<file path="src/rtl/mqr_pkg.sv">
// ----------------------------------------------------------------------------
// mqr_pkg
// Shared types and constants of the multi-queue thread run queues block.
// ----------------------------------------------------------------------------
package mqr_pkg;

    localparam int NUM_QUEUES_DEF  = 8;
    localparam int NUM_THREADS_DEF = 64;

    localparam int KIND_W = 2;
    localparam int QID_W  = 3;
    localparam int TID_W  = 6;
    localparam int ST_W   = 2;

    typedef enum logic [KIND_W-1:0] {
        KIND_INSERT   = 2'd0,
        KIND_REMOVE   = 2'd1,
        KIND_NEXT     = 2'd2,
        KIND_MOVE_ALL = 2'd3
    } t_kind;

    typedef enum logic [ST_W-1:0] {
        ST_OK         = 2'd0,
        ST_EMPTY      = 2'd1,
        ST_NOT_MEMBER = 2'd2
    } t_status;

    typedef enum logic [3:0] {
        S_CLEAR, S_IDLE, S_DISPATCH, S_INS_CHK, S_REM_CHK, S_UL_HEAD, S_UL_WALK,
        S_REM_FIN, S_NXT, S_APP1, S_APP2, S_MV_WR, S_MV_NX, S_MV_LINK, S_DONE
    } t_state;

    typedef enum logic [4:0] {
        CMD_NONE, CMD_CLEAR, CMD_LOAD, CMD_RD_TH, CMD_ST_EMPTY, CMD_ST_NOT_MEMBER,
        CMD_NXT_RD, CMD_MV_START, CMD_LATCH, CMD_UL_HEAD, CMD_UL_FIRST, CMD_UL_STEP,
        CMD_UL_SPLICE, CMD_REM_FIN, CMD_NXT_POP, CMD_APP1, CMD_APP2, CMD_MV_WR,
        CMD_MV_STEP, CMD_MV_LINK, CMD_DONE
    } t_cmd;

    typedef struct packed {
        t_kind kind;
        logic  qok;
        logic  tok;
        logic  hv_q;
        logic  move_ok;
        logic  single_q;
        logic  mem_valid;
        logic  mem_eq_q;
        logic  head_m_eq_t;
        logic  link_nil;
        logic  link_eq_t;
        logic  clr_last;
        logic  out_free;
    } t_flags;

endpackage

</file>
<file path="src/rtl/mqr_in_if.sv">
// ----------------------------------------------------------------------------
// mqr_in_if
// Operation channel: valid/ready handshake with the operation fields.
// ----------------------------------------------------------------------------
interface mqr_in_if import mqr_pkg::*; ();
    logic              valid;
    logic              ready;
    logic [KIND_W-1:0] kind;
    logic [QID_W-1:0]  queue_id;
    logic [TID_W-1:0]  thread_id;
    logic [QID_W-1:0]  source_queue;

    modport source (output valid, kind, queue_id, thread_id, source_queue, input ready);
    modport sink   (input valid, kind, queue_id, thread_id, source_queue, output ready);
endinterface

</file>
<file path="src/rtl/mqr_out_if.sv">
// ----------------------------------------------------------------------------
// mqr_out_if
// Result channel: valid/ready handshake with the result fields.
// ----------------------------------------------------------------------------
interface mqr_out_if import mqr_pkg::*; ();
    logic             valid;
    logic             ready;
    logic [TID_W-1:0] picked_thread;
    logic [ST_W-1:0]  status;
    logic             now_empty;

    modport source (output valid, picked_thread, status, now_empty, input ready);
    modport sink   (input valid, picked_thread, status, now_empty, output ready);
endinterface

</file>
<file path="src/rtl/mqr_ram.sv">
// ----------------------------------------------------------------------------
// mqr_ram
// Generic single write port, single read port RAM with registered read.
// ----------------------------------------------------------------------------
module mqr_ram #(
    parameter int WIDTH = 8,
    parameter int DEPTH = 64
) (
    input  logic                     i_clk,
    input  logic                     i_we,
    input  logic [$clog2(DEPTH)-1:0] i_waddr,
    input  logic [WIDTH-1:0]         i_wdata,
    input  logic [$clog2(DEPTH)-1:0] i_raddr,
    output logic [WIDTH-1:0]         o_rdata
);
    logic [WIDTH-1:0] r_mem [DEPTH];
    logic [WIDTH-1:0] r_rdata;

    always_ff @(posedge i_clk) begin
        if (i_we) begin
            r_mem[i_waddr] <= i_wdata;
        end
        r_rdata <= r_mem[i_raddr];
    end

    assign o_rdata = r_rdata;
endmodule

</file>
<file path="src/rtl/mqr_ctrl.sv">
// ----------------------------------------------------------------------------
// mqr_ctrl
// Controller: sequences the clearing sweep and each operation's micro-steps.
// ----------------------------------------------------------------------------
module mqr_ctrl import mqr_pkg::*; (
    input  logic   i_clk,
    input  logic   i_rst_n,
    input  logic   i_in_valid,
    input  t_flags i_flags,
    output logic   o_in_ready,
    output t_cmd   o_cmd
);
    t_state r_state, n_state;

    always_ff @(posedge i_clk) begin
        if (!i_rst_n) begin
            r_state <= S_CLEAR;
        end else begin
            r_state <= n_state;
        end
    end

    always_comb begin
        n_state    = r_state;
        o_cmd      = CMD_NONE;
        o_in_ready = 1'b0;
        case (r_state)
            S_CLEAR: begin
                o_cmd = CMD_CLEAR;
                if (i_flags.clr_last) begin
                    n_state = S_IDLE;
                end
            end
            S_IDLE: begin
                o_in_ready = 1'b1;
                if (i_in_valid) begin
                    o_cmd   = CMD_LOAD;
                    n_state = S_DISPATCH;
                end
            end
            S_DISPATCH: begin
                case (i_flags.kind)
                    KIND_INSERT: begin
                        if (i_flags.qok && i_flags.tok) begin
                            o_cmd   = CMD_RD_TH;
                            n_state = S_INS_CHK;
                        end else begin
                            n_state = S_DONE;
                        end
                    end
                    KIND_REMOVE: begin
                        if (i_flags.qok && i_flags.tok) begin
                            o_cmd   = CMD_RD_TH;
                            n_state = S_REM_CHK;
                        end else begin
                            o_cmd   = CMD_ST_NOT_MEMBER;
                            n_state = S_DONE;
                        end
                    end
                    KIND_NEXT: begin
                        if (i_flags.qok && i_flags.hv_q) begin
                            o_cmd   = CMD_NXT_RD;
                            n_state = S_NXT;
                        end else begin
                            o_cmd   = CMD_ST_EMPTY;
                            n_state = S_DONE;
                        end
                    end
                    default: begin
                        if (i_flags.move_ok) begin
                            o_cmd   = CMD_MV_START;
                            n_state = S_MV_WR;
                        end else begin
                            n_state = S_DONE;
                        end
                    end
                endcase
            end
            S_INS_CHK: begin
                o_cmd   = CMD_LATCH;
                n_state = i_flags.mem_valid ? S_UL_HEAD : S_APP1;
            end
            S_REM_CHK: begin
                if (i_flags.mem_valid && i_flags.mem_eq_q) begin
                    o_cmd   = CMD_LATCH;
                    n_state = S_UL_HEAD;
                end else begin
                    o_cmd   = CMD_ST_NOT_MEMBER;
                    n_state = S_DONE;
                end
            end
            S_UL_HEAD: begin
                if (i_flags.head_m_eq_t) begin
                    o_cmd   = CMD_UL_HEAD;
                    n_state = (i_flags.kind == KIND_REMOVE) ? S_REM_FIN : S_APP1;
                end else begin
                    o_cmd   = CMD_UL_FIRST;
                    n_state = S_UL_WALK;
                end
            end
            S_UL_WALK: begin
                // walk the list until the predecessor of the thread turns up or the list ends
                if (i_flags.link_nil) begin
                    n_state = (i_flags.kind == KIND_REMOVE) ? S_REM_FIN : S_APP1;
                end else if (i_flags.link_eq_t) begin
                    o_cmd   = CMD_UL_SPLICE;
                    n_state = (i_flags.kind == KIND_REMOVE) ? S_REM_FIN : S_APP1;
                end else begin
                    o_cmd = CMD_UL_STEP;
                end
            end
            S_REM_FIN: begin
                o_cmd   = CMD_REM_FIN;
                n_state = S_DONE;
            end
            S_NXT: begin
                if (i_flags.single_q) begin
                    n_state = S_DONE;
                end else begin
                    o_cmd   = CMD_NXT_POP;
                    n_state = S_APP1;
                end
            end
            S_APP1: begin
                o_cmd   = CMD_APP1;
                n_state = S_APP2;
            end
            S_APP2: begin
                o_cmd   = CMD_APP2;
                n_state = S_DONE;
            end
            S_MV_WR: begin
                o_cmd   = CMD_MV_WR;
                n_state = S_MV_NX;
            end
            S_MV_NX: begin
                if (i_flags.link_nil) begin
                    n_state = S_MV_LINK;
                end else begin
                    o_cmd   = CMD_MV_STEP;
                    n_state = S_MV_WR;
                end
            end
            S_MV_LINK: begin
                o_cmd   = CMD_MV_LINK;
                n_state = S_DONE;
            end
            S_DONE: begin
                // hold until the result register is free
                if (i_flags.out_free) begin
                    o_cmd   = CMD_DONE;
                    n_state = S_IDLE;
                end
            end
            default: begin
                n_state = S_IDLE;
            end
        endcase
    end
endmodule

</file>
<file path="src/rtl/mqr_dpath.sv">
// ----------------------------------------------------------------------------
// mqr_dpath
// Datapath: queue head/tail registers, link and membership RAMs, result
// register.
// ----------------------------------------------------------------------------
module mqr_dpath import mqr_pkg::*; #(
    parameter int NUM_QUEUES  = NUM_QUEUES_DEF,
    parameter int NUM_THREADS = NUM_THREADS_DEF
) (
    input  logic              i_clk,
    input  logic              i_rst_n,
    input  t_cmd              i_cmd,
    input  logic [KIND_W-1:0] i_kind,
    input  logic [QID_W-1:0]  i_queue_id,
    input  logic [TID_W-1:0]  i_thread_id,
    input  logic [QID_W-1:0]  i_source_queue,
    input  logic              i_out_ready,
    output t_flags            o_flags,
    output logic              o_out_valid,
    output logic [TID_W-1:0]  o_picked_thread,
    output logic [ST_W-1:0]   o_status,
    output logic              o_now_empty
);
    localparam int QIW = (NUM_QUEUES > 1) ? $clog2(NUM_QUEUES) : 1;
    localparam int TIW = $clog2(NUM_THREADS);

    // link and membership words carry a nil flag in the top bit
    localparam logic [TIW:0] LINK_NIL = {1'b1, {TIW{1'b0}}};
    localparam logic [QIW:0] MEM_NIL  = {1'b1, {QIW{1'b0}}};

    t_kind            r_kind;
    logic [QID_W-1:0] r_q;
    logic [QID_W-1:0] r_src;
    logic             r_tok;
    logic [TIW-1:0]   r_t;
    logic [TIW-1:0]   r_p;
    logic [QIW-1:0]   r_m;
    logic [TIW:0]     r_nxt;
    logic [TIW-1:0]   r_clr;
    t_status          r_status;

    logic [TIW-1:0]    r_head [NUM_QUEUES];
    logic [TIW-1:0]    r_tail [NUM_QUEUES];
    logic [NUM_QUEUES-1:0] r_hv;

    logic             r_ovalid;
    logic [TID_W-1:0] r_opick;
    t_status          r_ostat;
    logic             r_oempty;

    logic           link_we, mem_we;
    logic [TIW-1:0] link_wa, link_ra, mem_wa, mem_ra;
    logic [TIW:0]   link_wd, link_rd;
    logic [QIW:0]   mem_wd, mem_rd;

    logic           qok, srcok;
    logic [QIW-1:0] q_idx, src_idx;

    assign qok     = 32'(r_q) < NUM_QUEUES;
    assign srcok   = 32'(r_src) < NUM_QUEUES;
    assign q_idx   = QIW'(r_q);
    assign src_idx = QIW'(r_src);

    always_comb begin
        o_flags.kind        = r_kind;
        o_flags.qok         = qok;
        o_flags.tok         = r_tok;
        o_flags.hv_q        = r_hv[q_idx];
        o_flags.move_ok     = qok && srcok && (r_src != r_q) && r_hv[src_idx];
        o_flags.single_q    = r_head[q_idx] == r_tail[q_idx];
        o_flags.mem_valid   = !mem_rd[QIW];
        o_flags.mem_eq_q    = mem_rd[QIW-1:0] == q_idx;
        o_flags.head_m_eq_t = r_head[r_m] == r_t;
        o_flags.link_nil    = link_rd[TIW];
        o_flags.link_eq_t   = link_rd[TIW-1:0] == r_t;
        o_flags.clr_last    = r_clr == TIW'(NUM_THREADS - 1);
        o_flags.out_free    = !r_ovalid || i_out_ready;
    end

    // operation registers
    always_ff @(posedge i_clk) begin
        case (i_cmd)
            CMD_LOAD: begin
                r_kind   <= t_kind'(i_kind);
                r_q      <= i_queue_id;
                r_src    <= i_source_queue;
                r_tok    <= 32'(i_thread_id) < NUM_THREADS;
                r_t      <= TIW'(i_thread_id);
                r_status <= ST_OK;
            end
            CMD_ST_EMPTY:      r_status <= ST_EMPTY;
            CMD_ST_NOT_MEMBER: r_status <= ST_NOT_MEMBER;
            CMD_NXT_RD:        r_t <= r_head[q_idx];
            CMD_LATCH: begin
                r_m   <= mem_rd[QIW-1:0];
                r_nxt <= link_rd;
            end
            CMD_UL_FIRST:      r_p <= r_head[r_m];
            CMD_UL_STEP:       r_p <= link_rd[TIW-1:0];
            CMD_MV_START:      r_p <= r_head[src_idx];
            CMD_MV_STEP:       r_p <= link_rd[TIW-1:0];
            default: ;
        endcase
    end

    always_ff @(posedge i_clk) begin
        if (!i_rst_n) begin
            r_clr <= '0;
        end else if (i_cmd == CMD_CLEAR) begin
            r_clr <= r_clr + 1'b1;
        end
    end

    // queue valid bits
    always_ff @(posedge i_clk) begin
        if (!i_rst_n) begin
            r_hv <= '0;
        end else begin
            case (i_cmd)
                CMD_UL_HEAD: begin
                    if (r_nxt[TIW]) begin
                        r_hv[r_m] <= 1'b0;
                    end
                end
                CMD_APP2:    r_hv[q_idx] <= 1'b1;
                CMD_MV_LINK: begin
                    r_hv[q_idx]   <= 1'b1;
                    r_hv[src_idx] <= 1'b0;
                end
                default: ;
            endcase
        end
    end

    // head and tail pointers
    always_ff @(posedge i_clk) begin
        case (i_cmd)
            CMD_UL_HEAD: r_head[r_m] <= r_nxt[TIW-1:0];
            CMD_UL_SPLICE: begin
                if (r_tail[r_m] == r_t) begin
                    r_tail[r_m] <= r_p;
                end
            end
            CMD_NXT_POP: r_head[q_idx] <= link_rd[TIW-1:0];
            CMD_APP2: begin
                if (!r_hv[q_idx]) begin
                    r_head[q_idx] <= r_t;
                end
                r_tail[q_idx] <= r_t;
            end
            CMD_MV_LINK: begin
                if (!r_hv[q_idx]) begin
                    r_head[q_idx] <= r_head[src_idx];
                end
                r_tail[q_idx] <= r_tail[src_idx];
            end
            default: ;
        endcase
    end

    // RAM port selection
    always_comb begin
        link_we = 1'b0;
        link_wa = r_t;
        link_wd = LINK_NIL;
        link_ra = r_t;
        mem_we  = 1'b0;
        mem_wa  = r_t;
        mem_wd  = MEM_NIL;
        mem_ra  = r_t;
        case (i_cmd)
            CMD_CLEAR: begin
                link_we = 1'b1;
                link_wa = r_clr;
                mem_we  = 1'b1;
                mem_wa  = r_clr;
            end
            CMD_NXT_RD:   link_ra = r_head[q_idx];
            CMD_UL_FIRST: link_ra = r_head[r_m];
            CMD_UL_STEP:  link_ra = link_rd[TIW-1:0];
            CMD_UL_SPLICE: begin
                link_we = 1'b1;
                link_wa = r_p;
                link_wd = r_nxt;
            end
            CMD_REM_FIN:  mem_we = 1'b1;
            CMD_APP1: begin
                link_we = 1'b1;
                mem_we  = 1'b1;
                mem_wd  = {1'b0, q_idx};
            end
            CMD_APP2: begin
                link_we = r_hv[q_idx];
                link_wa = r_tail[q_idx];
                link_wd = {1'b0, r_t};
            end
            CMD_MV_WR: begin
                mem_we  = 1'b1;
                mem_wa  = r_p;
                mem_wd  = {1'b0, q_idx};
                link_ra = r_p;
            end
            CMD_MV_LINK: begin
                link_we = r_hv[q_idx];
                link_wa = r_tail[q_idx];
                link_wd = {1'b0, r_head[src_idx]};
            end
            default: ;
        endcase
    end

    mqr_ram #(.WIDTH(TIW + 1), .DEPTH(NUM_THREADS)) u_link_ram (
        .i_clk   (i_clk),
        .i_we    (link_we),
        .i_waddr (link_wa),
        .i_wdata (link_wd),
        .i_raddr (link_ra),
        .o_rdata (link_rd)
    );

    mqr_ram #(.WIDTH(QIW + 1), .DEPTH(NUM_THREADS)) u_member_ram (
        .i_clk   (i_clk),
        .i_we    (mem_we),
        .i_waddr (mem_wa),
        .i_wdata (mem_wd),
        .i_raddr (mem_ra),
        .o_rdata (mem_rd)
    );

    // result register
    always_ff @(posedge i_clk) begin
        if (!i_rst_n) begin
            r_ovalid <= 1'b0;
        end else if (i_cmd == CMD_DONE) begin
            r_ovalid <= 1'b1;
        end else if (i_out_ready) begin
            r_ovalid <= 1'b0;
        end
    end

    always_ff @(posedge i_clk) begin
        if (i_cmd == CMD_DONE) begin
            r_opick  <= (r_kind == KIND_NEXT && r_status == ST_OK) ? TID_W'(r_t) : '0;
            r_ostat  <= r_status;
            r_oempty <= !qok || !r_hv[q_idx];
        end
    end

    assign o_out_valid     = r_ovalid;
    assign o_picked_thread = r_opick;
    assign o_status        = r_ostat;
    assign o_now_empty     = r_oempty;
endmodule

</file>
<file path="src/rtl/multi_queue_thread_run_queues.sv">
// ----------------------------------------------------------------------------
// multi_queue_thread_run_queues
// Linked-list FIFO run queues with insert, remove, round-robin next and
// move-all.
// ----------------------------------------------------------------------------
//  channel | dir | fields                                        | handshake
//  i_op    | in  | kind, queue_id, thread_id, source_queue       | valid/ready
//  o_res   | out | picked_thread, status, now_empty              | valid/ready
//
//  After reset a clearing pass writes every entry of both RAMs, with
//  no operation accepted.
//  One operation at a time: remove and insert of a member walk the list of
//  the thread's queue to unlink it, and move-all walks the source list thread
//  by thread; the single read port of the link RAM sets the pace of each walk.
//  A finished result waits in the output register while the next operation
//  is taken; a stalled output holds the controller in its final step.
// ----------------------------------------------------------------------------
module multi_queue_thread_run_queues import mqr_pkg::*; #(
    parameter int NUM_QUEUES  = NUM_QUEUES_DEF,
    parameter int NUM_THREADS = NUM_THREADS_DEF
) (
    input  logic     i_clk,
    input  logic     i_rst_n,
    mqr_in_if.sink   i_op,
    mqr_out_if.source o_res
);
    t_cmd   cmd;
    t_flags flags;

    mqr_ctrl u_ctrl (
        .i_clk      (i_clk),
        .i_rst_n    (i_rst_n),
        .i_in_valid (i_op.valid),
        .i_flags    (flags),
        .o_in_ready (i_op.ready),
        .o_cmd      (cmd)
    );

    mqr_dpath #(.NUM_QUEUES(NUM_QUEUES), .NUM_THREADS(NUM_THREADS)) u_dpath (
        .i_clk           (i_clk),
        .i_rst_n         (i_rst_n),
        .i_cmd           (cmd),
        .i_kind          (i_op.kind),
        .i_queue_id      (i_op.queue_id),
        .i_thread_id     (i_op.thread_id),
        .i_source_queue  (i_op.source_queue),
        .i_out_ready     (o_res.ready),
        .o_flags         (flags),
        .o_out_valid     (o_res.valid),
        .o_picked_thread (o_res.picked_thread),
        .o_status        (o_res.status),
        .o_now_empty     (o_res.now_empty)
    );
endmodule

</file>
<file path="src/flat_wrapper.sv">
// flat-port wrapper written by rule: the top's interface ports become plain ports
module multi_queue_thread_run_queues_flat import mqr_pkg::*;
#(
    parameter int NUM_QUEUES  = NUM_QUEUES_DEF,
    parameter int NUM_THREADS = NUM_THREADS_DEF
)
  (i_clk, i_rst_n, i_op_valid, i_op_kind, i_op_queue_id, i_op_thread_id, i_op_source_queue, i_op_ready, o_res_valid, o_res_picked_thread, o_res_status, o_res_now_empty, o_res_ready);
  mqr_in_if i_op_i ();
  mqr_out_if o_res_i ();
  input  logic i_clk;
  input  logic i_rst_n;
  input wire logic [$bits(i_op_i.valid)-1:0] i_op_valid;
  input wire logic [$bits(i_op_i.kind)-1:0] i_op_kind;
  input wire logic [$bits(i_op_i.queue_id)-1:0] i_op_queue_id;
  input wire logic [$bits(i_op_i.thread_id)-1:0] i_op_thread_id;
  input wire logic [$bits(i_op_i.source_queue)-1:0] i_op_source_queue;
  output wire logic [$bits(i_op_i.ready)-1:0] i_op_ready;
  output wire logic [$bits(o_res_i.valid)-1:0] o_res_valid;
  output wire logic [$bits(o_res_i.picked_thread)-1:0] o_res_picked_thread;
  output wire logic [$bits(o_res_i.status)-1:0] o_res_status;
  output wire logic [$bits(o_res_i.now_empty)-1:0] o_res_now_empty;
  input wire logic [$bits(o_res_i.ready)-1:0] o_res_ready;
  assign i_op_i.valid = i_op_valid;
  assign i_op_i.kind = i_op_kind;
  assign i_op_i.queue_id = i_op_queue_id;
  assign i_op_i.thread_id = i_op_thread_id;
  assign i_op_i.source_queue = i_op_source_queue;
  assign i_op_ready = i_op_i.ready;
  assign o_res_valid = o_res_i.valid;
  assign o_res_picked_thread = o_res_i.picked_thread;
  assign o_res_status = o_res_i.status;
  assign o_res_now_empty = o_res_i.now_empty;
  assign o_res_i.ready = o_res_ready;
  multi_queue_thread_run_queues #(.NUM_QUEUES(NUM_QUEUES), .NUM_THREADS(NUM_THREADS)) u_core (.i_clk(i_clk), .i_rst_n(i_rst_n), .i_op(i_op_i), .o_res(o_res_i));
endmodule
</file>
<file path="config.mk">
export PLATFORM = sky130hd
export DESIGN_NAME = multi_queue_thread_run_queues_flat
export DESIGN_NICKNAME = d
export VERILOG_FILES = /design/src/rtl/mqr_pkg.sv /design/src/rtl/mqr_in_if.sv /design/src/rtl/mqr_out_if.sv /design/src/rtl/mqr_ram.sv /design/src/rtl/mqr_ctrl.sv /design/src/rtl/mqr_dpath.sv /design/src/rtl/multi_queue_thread_run_queues.sv /design/src/flat_wrapper.sv
export SDC_FILE = /design/constraint.sdc
export NUM_CORES = 1
export LEC_CHECK = 0
export ABC_AREA = 1
export BUFFER_PORTS_ARGS = -buffer_cell sky130_fd_sc_hd__buf_2
export CAP_MARGIN = 5
export CORE_MARGIN = 2
export CORE_UTILIZATION = 40
export DETAILED_ROUTE_END_ITERATION = 8
export MAX_ROUTING_LAYER = met4
export PLACE_DENSITY = 0.55
export SLEW_MARGIN = 20
export SYNTH_ARGS = -nofsm -noshare
export SYNTH_HDL_FRONTEND = slang
export SYNTH_HIERARCHICAL = 1
export SYNTH_SLANG_ARGS = --single-unit
</file>
<file path="constraint.sdc">
create_clock -name i_clk -period 6 [get_ports i_clk]
set_clock_uncertainty 0.15 [all_clocks]
set_input_delay 1.2 -clock i_clk [delete_from_list [all_inputs] [get_ports i_clk]]
set_output_delay 1.2 -clock i_clk [all_outputs]
set_load 0.02 [all_outputs]
</file>
======== Word-level counts from Yosys, hierarchy flattened ========
Memory sizes are Yosys's and may differ from the RTL's. A register that Yosys moved wholly into a read port is not among the register bits.
Cells that the tools add are included.
Widths: inputs -> output; s select.
storage, ports and cells
  flip-flop bits (word level) ............. 60
  bits in latches ......................... 0
  bits in writable memories ............... 800
  memory bits (read-only) ................. 0
  bits of input ports ..................... 18
  logic and storage cells ................. 197
  memories ................................ 4
operators by class
  add/sub/neg operators ................... 1
  multipliers ............................. 0
  div/mod/pow operators ................... 0
  order comparisons ....................... 6
  eq/ne operators ......................... 47
  shift-type cells ........................ 0
  multiplexer cells ....................... 87
  bitwise logic cells ..................... 8
  reduce and logical (&&, ||, !) cells .... 29
memory list
  memory                             words  width  rd ports  clocked after memory_dff  wr ports  line             RTL
  u_core.u_dpath.u_link_ram.r_mem    64     7      1         1                         1         mqr_ram.sv:16    logic [WIDTH-1:0] r_mem [DEPTH];
  u_core.u_dpath.u_member_ram.r_mem  64     4      1         1                         1         mqr_ram.sv:16
  u_core.u_dpath.r_head              8      6      3         3                         1         mqr_dpath.sv:42  logic [TIW-1:0] r_head [NUM_QUEUES];
  u_core.u_dpath.r_tail              8      6      3         3                         1         mqr_dpath.sv:43  logic [TIW-1:0] r_tail [NUM_QUEUES];
operators with widths
  cell                number
  $pmux 5 s15         1
  $mux 4              13
  $pmux 4 s13         1
  $mux 3              14
  $eq 5x4->1 const B  8
  $pmux 6 s3          2
  $mux 1              31
  $mux 6              5
  $eq 4x4->1 const B  7
  $eq 5x5->1 const B  5
  $eq 6x6->1          4
  $pmux 6 s2          2
  $pmux 6 s4          1
  $pmux 8 s3          1
  $pmux 7 s3          1
  $eq 5x3->1 const B  4
  $and 8x8->8         2
  $eq 4x3->1 const B  4
  $not 8->8           2
  $lt 3x4->1 const B  3
  $pmux 4 s3          1
  $reduce_or 6->1     2
  $mux 5              2
  $demux 1 s3         3
  other kinds (34)    59

======== Logic depth before layout (Yosys ltp) ========
Gate-level depths: netlist (run 1).
  word-level depth ........................ 13
  mapped depth ............................ 39

======== Modules after synthesis ========
Netlist (run 1), hierarchy kept.
by module, submodules not included
  module                                  instances  cells an instance  area an instance (µm²)  sequential area each (µm²)
  mqr_ram at u_core.u_dpath.u_link_ram    1          1,590              18,545.3                13,593.0
  mqr_ram at u_core.u_dpath.u_member_ram  1          948                10,881.7                7,767.4
  mqr_dpath                               1          1,306              10,010.9                4,594.4
  mqr_ctrl                                1          151                768.2                   80.1

======== Least setup slack after synthesis (run 1) ========
OpenSTA, ideal clock, no wires.
  kind .................................... register to register
  start ................................... reg (tool-made name)
  end ..................................... mem u_core/u_dpath/u_link_ram/r_mem[0][6] (netlist name), data pin
  library setup time ...................... 702 ps
  arrival ................................. 5,180 ps
  required time ........................... 5,148 ps
  setup slack ............................. -32 ps
  cell stages (with the launch flop) ...... 18
  clock period less this slack ............ 6,032 ps
  cells stage by stage .................... dfxtp_1 -> buf_2 -> clkbuf_1 -> o21ai_0 -> o211ai_1 -> nand2_1 -> xor2_1 -> nand3_1 -> nor2_1 -> o21ai_0 -> a21oi_1 -> nand3_1 -> nor2_1 -> nand2_1 -> nor2_1 -> inv_1 -> clkbuf_1 -> o21ai_0
RTL lines
  element           line
  end: declaration  mqr_ram.sv:16

==> report_table.html, run 1 <==
<table>
<tr><th>Metric</th><th>Value</th></tr>
<tr><th colspan="2">Synth</th></tr>
<tr><td>Post-Synthesis Cells</td><td>3995</td></tr>
<tr><td>Post-synthesis share of cell area spent on and, or, nand and nor gates</td><td>24.75%</td></tr>
<tr><td>Count of cell types in the netlist</td><td>48</td></tr>
<tr><td>XOR/XNOR Fraction of Synth Area</td><td>0.3268%</td></tr>
<tr><td>Synth Area in Adders</td><td>0.03112%</td></tr>
<tr><td>Sequential element share of the synthesized area</td><td>64.75%</td></tr>
<tr><td>Synth Area in Compound Gates</td><td>4.992%</td></tr>
<tr><td>Post-synthesis instance area</td><td>40210 µm²</td></tr>
<tr><td>Multiplexer share of the synthesized area</td><td>0.1494%</td></tr>
<tr><td>Yosys warning count</td><td>6</td></tr>
<tr><td>Average instance area after synthesis</td><td>10.06 µm²</td></tr>
<tr><td>Register bit total from synthesis</td><td>880</td></tr>
<tr><td>Combinational family with the most area after synthesis</td><td>simple AND/OR/NAND/NOR gates</td></tr>
<tr><th colspan="2">STA</th></tr>
<tr><td>Final setup margin</td><td>0.4001 ns</td></tr>
<tr><td>Minimum clock period</td><td>5.600 ns</td></tr>
<tr><td>Max Transition Viols Final</td><td>0</td></tr>
<tr><td>Crit share post-route</td><td>93.33%</td></tr>
<tr><td>Transition time at the pin with the least slew margin</td><td>1.042 ns</td></tr>
<tr><td>Setup violators final</td><td>0</td></tr>
<tr><td>TNS Setup</td><td>0 ns</td></tr>
<tr><td>Relative slew slack</td><td>30.25%</td></tr>
<tr><td>Endpoints failing hold</td><td>0</td></tr>
<tr><td>Fmax</td><td>178.6 MHz</td></tr>
<tr><th colspan="2">Detailed routing</th></tr>
<tr><td>Drt wl/cell</td><td>21.38 µm</td></tr>
<tr><td>Number of DRC markers after the initial detailed-route iteration</td><td>3183</td></tr>
<tr><td>Detailed-router iteration count before antenna repair</td><td>8</td></tr>
<tr><td>Via density</td><td>5.456</td></tr>
<tr><td>Overall via count from detail_route</td><td>29600</td></tr>
<tr><td>Remaining antenna violation count</td><td>0</td></tr>
<tr><td>Wire length after detailed routing</td><td>116000 µm</td></tr>
<tr><td>DRC violations left</td><td>0</td></tr>
<tr><th colspan="2">Cells and area</th></tr>
<tr><td># nets final</td><td>4070</td></tr>
<tr><td>Leading cell type in the layout, fill and taps excluded</td><td>sky130_fd_sc_hd__nand2_1</td></tr>
<tr><td>Number of inserted diodes</td><td>0</td></tr>
<tr><td>Area growth from synthesis to final layout</td><td>14.41%</td></tr>
<tr><td>Proportion of layout cells with a drive suffix above 1</td><td>11.24%</td></tr>
<tr><td>Final cell area excluding filler cells</td><td>46000 µm²</td></tr>
<tr><td>Core utilization of the finished layout</td><td>46.07%</td></tr>
<tr><td>Non-filler instance count after layout</td><td>5426</td></tr>
<tr><td>Top library cells by usage in the layout, fill and taps aside</td><td>sky130_fd_sc_hd__nand2_1, sky130_fd_sc_hd__edfxtp_1, sky130_fd_sc_hd__nand3_1</td></tr>
<tr><th colspan="2">Clocking</th></tr>
<tr><td>Max Root-Sink Buffers</td><td>3</td></tr>
<tr><td>Clock tree sinks</td><td>880</td></tr>
<tr><td>Later-pin clock latency in the skew report</td><td>0.70 ns</td></tr>
<tr><td>Clock root cell</td><td>sky130_fd_sc_hd__clkbuf_16</td></tr>
<tr><td>Maximum level of the CTS H-tree</td><td>3</td></tr>
<tr><td>CTS tree</td><td>done</td></tr>
<tr><td>Register clock-pin slew on the reported worst setup and hold paths</td><td>0.06 ns</td></tr>
<tr><td>Number of buffers inserted for hold repair after clock tree synthesis</td><td>0</td></tr>
<tr><td>Inserted Clock Buffers</td><td>97</td></tr>
<tr><th colspan="2">Placement</th></tr>
<tr><td>IO Port Bufs</td><td>28</td></tr>
<tr><td>Detail Placement HPWL</td><td>73180 µm</td></tr>
<tr><td>DP Cell Count</td><td>5237</td></tr>
<tr><td>Pre-CTS setup slack</td><td>-0.1260 ns</td></tr>
<tr><td>Weighted congestion reported at the end of routability-driven placement</td><td>0.9852</td></tr>
<tr><td>Placed instance area</td><td>42150 µm²</td></tr>
<tr><th colspan="2">GRT</th></tr>
<tr><td>Global-route total usage across every layer</td><td>22.93%</td></tr>
<tr><td>Antenna violations before repair</td><td>0</td></tr>
<tr><td>Maximum number of pins on one net before global-route repair</td><td>110</td></tr>
<tr><td>Overflow left after global routing</td><td>0</td></tr>
<tr><td>Wire length of the first global-routing pass</td><td>174500 µm</td></tr>
<tr><td>Number of global-route vias before repair</td><td>27820</td></tr>
<tr><th colspan="2">Outcome</th></tr>
<tr><td>Status</td><td>complete, no violations</td></tr>
<tr><th colspan="2">Critical path</th></tr>
<tr><td>Kind of end point of the critical path</td><td>register</td></tr>
<tr><td>Highest fanout seen on the critical path</td><td>41</td></tr>
<tr><td>Worst reg-to-reg path cell count</td><td>22</td></tr>
<tr><td>Crit path kind</td><td>reg2reg</td></tr>
<tr><td>Data required time at the worst endpoint</td><td>6.23 ns</td></tr>
<tr><td>R2R Path End</td><td>u_core/u_dpath/u_link_ram/r_mem[20][4]</td></tr>
<tr><td>CP Launch Type</td><td>register</td></tr>
<tr><td>Worst-case register-to-register setup slack</td><td>0.40 ns</td></tr>
<tr><td>Crit path arrival time</td><td>5.83 ns</td></tr>
<tr><td>CP endpoint</td><td>u_core/u_dpath/u_link_ram/r_mem[20][4]</td></tr>
<tr><th colspan="2">Die</th></tr>
<tr><td>Die Height</td><td>321.0 µm</td></tr>
<tr><td>Area enclosed by the die boundary</td><td>103100 µm²</td></tr>
<tr><td>Initial core utilization</td><td>40.26%</td></tr>
<tr><td>Die width</td><td>321.0 µm</td></tr>
<tr><td>IO Pins</td><td>29</td></tr>
<tr><td>Placeable Area</td><td>99860 µm²</td></tr>
<tr><td>Floorplan row count</td><td>116</td></tr>
<tr><th colspan="2">Pwr</th></tr>
<tr><td>Cell leakage power</td><td>17.65 nW</td></tr>
<tr><td>Power density relative to cell area</td><td>279.5 nW/µm²</td></tr>
<tr><td>Worst vdd rail ir drop</td><td>0.2208 mV</td></tr>
<tr><th colspan="2">Run</th></tr>
<tr><td>Max Cap Violations</td><td>0</td></tr>
<tr><th colspan="2">Hold path</th></tr>
<tr><td>Worst hold path type</td><td>reg2reg</td></tr>
</table>
-- registers in the layout, indices dropped and copies added (netlist names), named ones only --
name	flops
u_core/u_dpath/r_kind	2
u_core/u_dpath/o_out_valid	1
u_core/u_dpath/r_status	2
u_core/u_dpath/r_head	48
u_core/u_dpath/r_hv	8
u_core/u_dpath/r_nxt	7
u_core/u_dpath/o_picked_thread	6
u_core/u_dpath/o_now_empty	1
u_core/u_dpath/r_m	3
u_core/u_dpath/mem_ra	6
u_core/u_dpath/u_link_ram/o_rdata	7
u_core/u_dpath/u_member_ram/o_rdata	4
u_core/u_dpath/r_clr	6
u_core/u_dpath/r_p	6
u_core/u_dpath/r_tail	48
u_core/u_ctrl/r_state	4
u_core/u_dpath/o_status	2
u_core/u_dpath/u_link_ram/r_mem	448
u_core/u_dpath/u_member_ram/r_mem	256
u_core/u_dpath/r_src	3
u_core/u_dpath/q_idx	3
-- cells by family (layout without fill, tap and decap cells) --
kind of cell,Yosys count,in the layout
XOR/XNOR,15,15
AO/OA/AOI/OAI,358,358
buffers and inverters,415,547
multiplexers,6,6
flip-flops,880,880
other,1,2
adder cells (fa/ha/maj),1,1
AND/OR/NAND/NOR,2319,2319
-- cell usage after synthesis, drive strengths merged --
master / number / area (µm²)
mux2i: 6 / 60.06
nor4: 17 / 112.6
o211ai: 47 / 352.8
a21o: 1 / 7.510
nor3b: 1 / 7.510
o2111ai: 6 / 52.55
nor2: 237 / 960.9
nand2: 1277 / 4851
ha: 1 / 12.51
nand3: 726 / 3638
edfxtp: 841 / 25250
a41oi: 3 / 26.28
conb: 1 / 3.750
o221ai: 6 / 52.55
xor2: 12 / 105.1
inv: 184 / 695.7
nand3b: 5 / 45.04
nand4: 30 / 187.7
or3: 1 / 6.260
o21ai: 184 / 939.7
a21oi: 102 / 510.5
a221oi: 1 / 8.760
and2: 3 / 18.77
clkbuf: 65 / 245.2
dfxtp: 39 / 780.8
a211oi: 5 / 37.54
xnor2: 3 / 26.28
clkinv: 3 / 11.26
nor3: 22 / 121.4
buf: 163 / 1055
o22ai: 3 / 18.77
-- metal layers --
metal | global-route usage [%] | routed length [µm]
met1 | 31.47 | 51510
met2 | 35.24 | 53050
met3 | 3.268 | 7806
met4 | 7.414 | 3621
met5 | - | 0
-- layout make-up --
type / instances / area (µm²)
Multi-Input combinational cell: 2701 / 12740
Fill cell: 9360 / 53860
Sequential cell: 880 / 26040
Clock inverter: 60 / 744.5
Clock buffer: 116 / 2509
Timing Repair inverter: 2 / 15.01
Inverter: 187 / 732.0
Timing Repair Buffer: 182 / 1599
Tap cell: 1298 / 1624
-- timing repair --
item	4_1_cts	5_1_grt
resized for setup	5	113
buffers inserted	0	9
pin swaps	0	2
gates cloned	1	3
setup endpoints to repair	13	711
hold endpoints to repair	0	0
-- worst min-delay path by stage --
stage,to,depth (start not counted),start
after global placement,u_core/u_dpath/o_status[1],0,u_core/u_dpath/r_status[1]
after global routing,u_core/u_dpath/o_status[0],0,u_core/u_dpath/r_status[0]
after CTS,u_core/u_dpath/o_status[0],0,u_core/u_dpath/r_status[0]
after floorplan,u_core/u_dpath/o_status[1],0,u_core/u_dpath/r_status[1]
final,u_core/u_dpath/o_status[0],0,u_core/u_dpath/r_status[0]
after detailed placement,u_core/u_dpath/o_status[0],0,u_core/u_dpath/r_status[0]
-- power by group --
part | switching, mW | internal [mW]
combinational | 0.105 | 0.0339
clock | 2.50 | 3.56
sequential | 0.00582 | 6.65
total | 2.61 | 10.3
-- per-stage QoR --
step                power, mW  hold slack [ns]
finish                  12.86           0.3053
CTS                     12.98           0.3018
detailed placement      6.915           0.2873
global route            13.25           0.3116
floorplan               6.844           0.2772
global placement        6.913           0.2858
-- critical path, cell delays in order, from the launching register on --
cell and delay [ns]:
sky130_fd_sc_hd__dfxtp_2 0.34, sky130_fd_sc_hd__buf_4 0.35, sky130_fd_sc_hd__o21ai_0 0.16, sky130_fd_sc_hd__o211ai_1 0.27
sky130_fd_sc_hd__nand2_1 0.19, sky130_fd_sc_hd__xor2_1 0.17, sky130_fd_sc_hd__nand3_1 0.09, sky130_fd_sc_hd__nor2_1 0.40
sky130_fd_sc_hd__o21ai_0 0.19, sky130_fd_sc_hd__a21oi_1 0.14, sky130_fd_sc_hd__nand3_1 0.20, sky130_fd_sc_hd__nor2_1 0.18
sky130_fd_sc_hd__nand2_2 0.17, sky130_fd_sc_hd__nor2_2 0.25, sky130_fd_sc_hd__inv_1 0.18, sky130_fd_sc_hd__nand2_1 0.14
sky130_fd_sc_hd__nor2_1 0.11, sky130_fd_sc_hd__nand2_1 0.11, sky130_fd_sc_hd__o2111ai_2 0.38, sky130_fd_sc_hd__inv_2 0.28
sky130_fd_sc_hd__nand3_2 0.30, sky130_fd_sc_hd__nor2_1 0.32, sky130_fd_sc_hd__buf_4 0.21
(Power assumes the default switching activity.)
==> inputs of run 2 (changes only) <==
--- a/config.mk
+++ b/config.mk
@@ -6,9 +6,8 @@
 export NUM_CORES = 1
 export LEC_CHECK = 0
 export ABC_AREA = 1
-export BUFFER_PORTS_ARGS = -buffer_cell sky130_fd_sc_hd__buf_2
+export BUFFER_PORTS_ARGS = -buffer_cell sky130_fd_sc_hd__buf_4
 export CAP_MARGIN = 5
-export CORE_MARGIN = 2
 export CORE_UTILIZATION = 40
 export DETAILED_ROUTE_END_ITERATION = 8
 export MAX_ROUTING_LAYER = met4
==> run 2 against run 1 <==
Against the previous run:
- wire length decreased by 0.34%
- fmax decreased by 1.8%
- power decreased by 2.8%
- sequential share of layout area increased by 0.78 points
- die area decreased by 1.2%
- global-route usage increased by 0.17 points
- register-to-register slack got worse by 0.10 ns
- via count about the same
- combinational power decreased by 4%
- largest power group unchanged
==> report_table.html, run 2 (synthesis results as in run 1) <==
<table>
<tr><th>Metric</th><th>Value</th></tr>
<tr><th colspan="2">Pwr</th></tr>
<tr><td>Switching Fraction</td><td>20.27%</td></tr>
<tr><td>Total net switching power</td><td>2.531 mW</td></tr>
<tr><td>Fraction of power consumed by the clock network</td><td>45.6%</td></tr>
<tr><td>Power density relative to cell area</td><td>275.3 nW/µm²</td></tr>
<tr><td>Share of power burned in combinational logic</td><td>1.1%</td></tr>
<tr><td>Cell leakage power</td><td>17.48 nW</td></tr>
<tr><td>Internal power contribution</td><td>9.960 mW</td></tr>
<tr><td>Worst vdd rail ir drop</td><td>0.2639 mV</td></tr>
<tr><td>Share of power burned in registers</td><td>53.3%</td></tr>
<tr><td>Total power</td><td>12.49 mW</td></tr>
<tr><th colspan="2">Detailed routing</th></tr>
<tr><td>Via density</td><td>5.468</td></tr>
<tr><td>Number of DRC markers after the initial detailed-route iteration</td><td>3169</td></tr>
<tr><td>Wire length after detailed routing</td><td>115600 µm</td></tr>
<tr><td>Overall via count from detail_route</td><td>29590</td></tr>
<tr><td>Remaining antenna violation count</td><td>0</td></tr>
<tr><td>Drt wl/cell</td><td>21.36 µm</td></tr>
<tr><td>Detailed-router iteration count before antenna repair</td><td>6</td></tr>
<tr><td>DRC violations left</td><td>0</td></tr>
<tr><th colspan="2">Critical path</th></tr>
<tr><td>Kind of end point of the critical path</td><td>register</td></tr>
<tr><td>Data required time at the worst endpoint</td><td>6.17 ns</td></tr>
<tr><td>Highest fanout seen on the critical path</td><td>17</td></tr>
<tr><td>CP Launch Type</td><td>register</td></tr>
<tr><td>Worst-case register-to-register setup slack</td><td>0.30 ns</td></tr>
<tr><td>Crit path arrival time</td><td>5.87 ns</td></tr>
<tr><td>Crit path kind</td><td>reg2reg</td></tr>
<tr><th colspan="2">Clocking</th></tr>
<tr><td>Clock root cell</td><td>sky130_fd_sc_hd__clkbuf_16</td></tr>
<tr><td>Clock tree sinks</td><td>880</td></tr>
<tr><td>Maximum level of the CTS H-tree</td><td>3</td></tr>
<tr><td>Later-pin clock latency in the skew report</td><td>0.68 ns</td></tr>
<tr><td>CTS tree</td><td>done</td></tr>
<tr><td>Register clock-pin slew on the reported worst setup and hold paths</td><td>0.06 ns</td></tr>
<tr><td>Inserted Clock Buffers</td><td>95</td></tr>
<tr><td>Number of buffers inserted for hold repair after clock tree synthesis</td><td>0</td></tr>
<tr><td>Max Root-Sink Buffers</td><td>3</td></tr>
<tr><th colspan="2">Cells and area</th></tr>
<tr><td>Core utilization of the finished layout</td><td>45.83%</td></tr>
<tr><td>Largest register FFs</td><td>448</td></tr>
<tr><td>Area growth from synthesis to final layout</td><td>12.85%</td></tr>
<tr><td>Leading registers by flop count</td><td>u_core/u_dpath/u_link_ram/r_mem x448, u_core/u_dpath/u_member_ram/r_mem x256</td></tr>
<tr><td>Leading cell type in the layout, fill and taps excluded</td><td>sky130_fd_sc_hd__nand2_1</td></tr>
<tr><td>Proportion of layout cells with a drive suffix above 1</td><td>10.26%</td></tr>
<tr><td>Top library cells by usage in the layout, fill and taps aside</td><td>sky130_fd_sc_hd__nand2_1, sky130_fd_sc_hd__edfxtp_1, sky130_fd_sc_hd__nand3_1</td></tr>
<tr><td># nets final</td><td>4065</td></tr>
<tr><td>Register ranked first by flip-flop count</td><td>u_core/u_dpath/u_link_ram/r_mem</td></tr>
<tr><th colspan="2">GRT</th></tr>
<tr><td>Overflow left after global routing</td><td>0</td></tr>
<tr><td>Number of global-route vias before repair</td><td>27760</td></tr>
<tr><td>Maximum number of pins on one net before global-route repair</td><td>93</td></tr>
<tr><td>Antenna violations before repair</td><td>1</td></tr>
<tr><td>Wire length of the first global-routing pass</td><td>173700 µm</td></tr>
<tr><td>Global-route total usage across every layer</td><td>23.10%</td></tr>
<tr><th colspan="2">STA</th></tr>
<tr><td>Setup violators final</td><td>0</td></tr>
<tr><td>TNS Setup</td><td>0 ns</td></tr>
<tr><td>Max Transition Viols Final</td><td>0</td></tr>
<tr><td>Crit share post-route</td><td>95.05%</td></tr>
<tr><td>Endpoints failing hold</td><td>0</td></tr>
<tr><td>Minimum clock period</td><td>5.703 ns</td></tr>
<tr><td>Final setup margin</td><td>0.2969 ns</td></tr>
<tr><td>Fmax</td><td>175.3 MHz</td></tr>
<tr><td>Relative slew slack</td><td>25.04%</td></tr>
<tr><td>Transition time at the pin with the least slew margin</td><td>1.113 ns</td></tr>
<tr><td>Unrepaired setup endpoints after global routing</td><td>yes</td></tr>
<tr><th colspan="2">Die</th></tr>
<tr><td>Initial core utilization</td><td>40.61%</td></tr>
<tr><td>Die Height</td><td>319.0 µm</td></tr>
<tr><td>Placeable Area</td><td>98990 µm²</td></tr>
<tr><td>Area enclosed by the die boundary</td><td>101800 µm²</td></tr>
<tr><td>IO Pins</td><td>29</td></tr>
<tr><td>Floorplan row count</td><td>115</td></tr>
<tr><td>Die width</td><td>319.0 µm</td></tr>
<tr><th colspan="2">Placement</th></tr>
<tr><td>Weighted congestion reported at the end of routability-driven placement</td><td>0.9618</td></tr>
<tr><td>Pre-CTS setup slack</td><td>0.2990 ns</td></tr>
<tr><td>IO Port Bufs</td><td>28</td></tr>
<tr><td>Detail Placement HPWL</td><td>73400 µm</td></tr>
<tr><th colspan="2">Outcome</th></tr>
<tr><td>Status</td><td>complete, no violations</td></tr>
<tr><th colspan="2">Hold path</th></tr>
<tr><td>Worst hold path type</td><td>reg2reg</td></tr>
<tr><th colspan="2">Run</th></tr>
<tr><td>Max Cap Violations</td><td>0</td></tr>
</table>
## run 2: per-layer routing
metal	vias to the layer above	global-route usage (%)	share of wire, %
met5	-	-	0
met4	0	7.340	2.8
met3	217	3.074	6.6
met2	1164	35.76	46
met1	14210	31.55	44
li1	13990	-	-
## run 2: power groups by stage
stage               registers (mW)  clock network, mW  logic, mW
floorplan                     6.79                  0     0.0564
global placement              6.79                  0      0.129
detailed placement            6.79                  0      0.128
CTS                           6.66               5.80      0.129
global route                  6.66               6.04      0.141
finish                        6.66               5.70      0.133
## run 2: critical path: stages (launching register included)
cell	delay, ns
sky130_fd_sc_hd__dfxtp_2	0.39
sky130_fd_sc_hd__clkinvlp_4	0.25
sky130_fd_sc_hd__buf_4	0.25
sky130_fd_sc_hd__nor2_1	0.09
sky130_fd_sc_hd__o21ai_0	0.14
sky130_fd_sc_hd__o21ai_0	0.19
sky130_fd_sc_hd__buf_4	0.15
sky130_fd_sc_hd__nand2_1	0.05
sky130_fd_sc_hd__nand2_1	0.06
sky130_fd_sc_hd__nand3_1	0.09
sky130_fd_sc_hd__nor2_2	0.27
sky130_fd_sc_hd__inv_1	0.09
sky130_fd_sc_hd__a21oi_1	0.19
sky130_fd_sc_hd__nand3_1	0.25
sky130_fd_sc_hd__nor2_4	0.22
sky130_fd_sc_hd__nand2_4	0.10
sky130_fd_sc_hd__nor2_4	0.10
sky130_fd_sc_hd__inv_1	0.16
sky130_fd_sc_hd__nand2_2	0.26
sky130_fd_sc_hd__nor2_1	0.16
sky130_fd_sc_hd__nand2_1	0.08
sky130_fd_sc_hd__o2111ai_1	0.31
sky130_fd_sc_hd__inv_1	0.23
sky130_fd_sc_hd__nand3_1	0.56
sky130_fd_sc_hd__nor2_2	0.55
## run 2: what timing repair did
item	CTS	global route
setup buffers	0	2
resized for setup	0	37
endpoints found under the setup margin	0	324
## run 2: path summary, 6_finish.rpt
kind	depth (start not counted)	from	endpoint
setup / recovery	24	register	u_core/u_dpath/u_link_ram/r_mem[35][3]
hold / removal	2	u_core/u_dpath/r_hv[0]	u_core/u_dpath/r_hv[0]
setup reg to reg	24	register	u_core/u_dpath/u_link_ram/r_mem[35][3]
hold reg to reg	2	u_core/u_dpath/r_hv[0]	u_core/u_dpath/r_hv[0]
## run 2: metrics by stage
stage	hold slack [ns]	instance area, µm²	cells
final	0.3459	45370	5411
after floorplan	0.2772	40210	3996
after detailed placement	0.3282	42230	5234
after global routing	0.3755	45370	5411
after global placement	0.3408	42230	5234
after CTS	0.3365	45240	5408
## run 2: final cells by class
type	count	area, µm²
Fill cell	9297	53620
Sequential cell	880	26040
Multi-Input combinational cell	2701	12430
Clock buffer	120	2512
Tap cell	1287	1610
Timing Repair Buffer	181	1554
Inverter	187	724.4
Clock inverter	54	500.5
Antenna cell	1	2.502
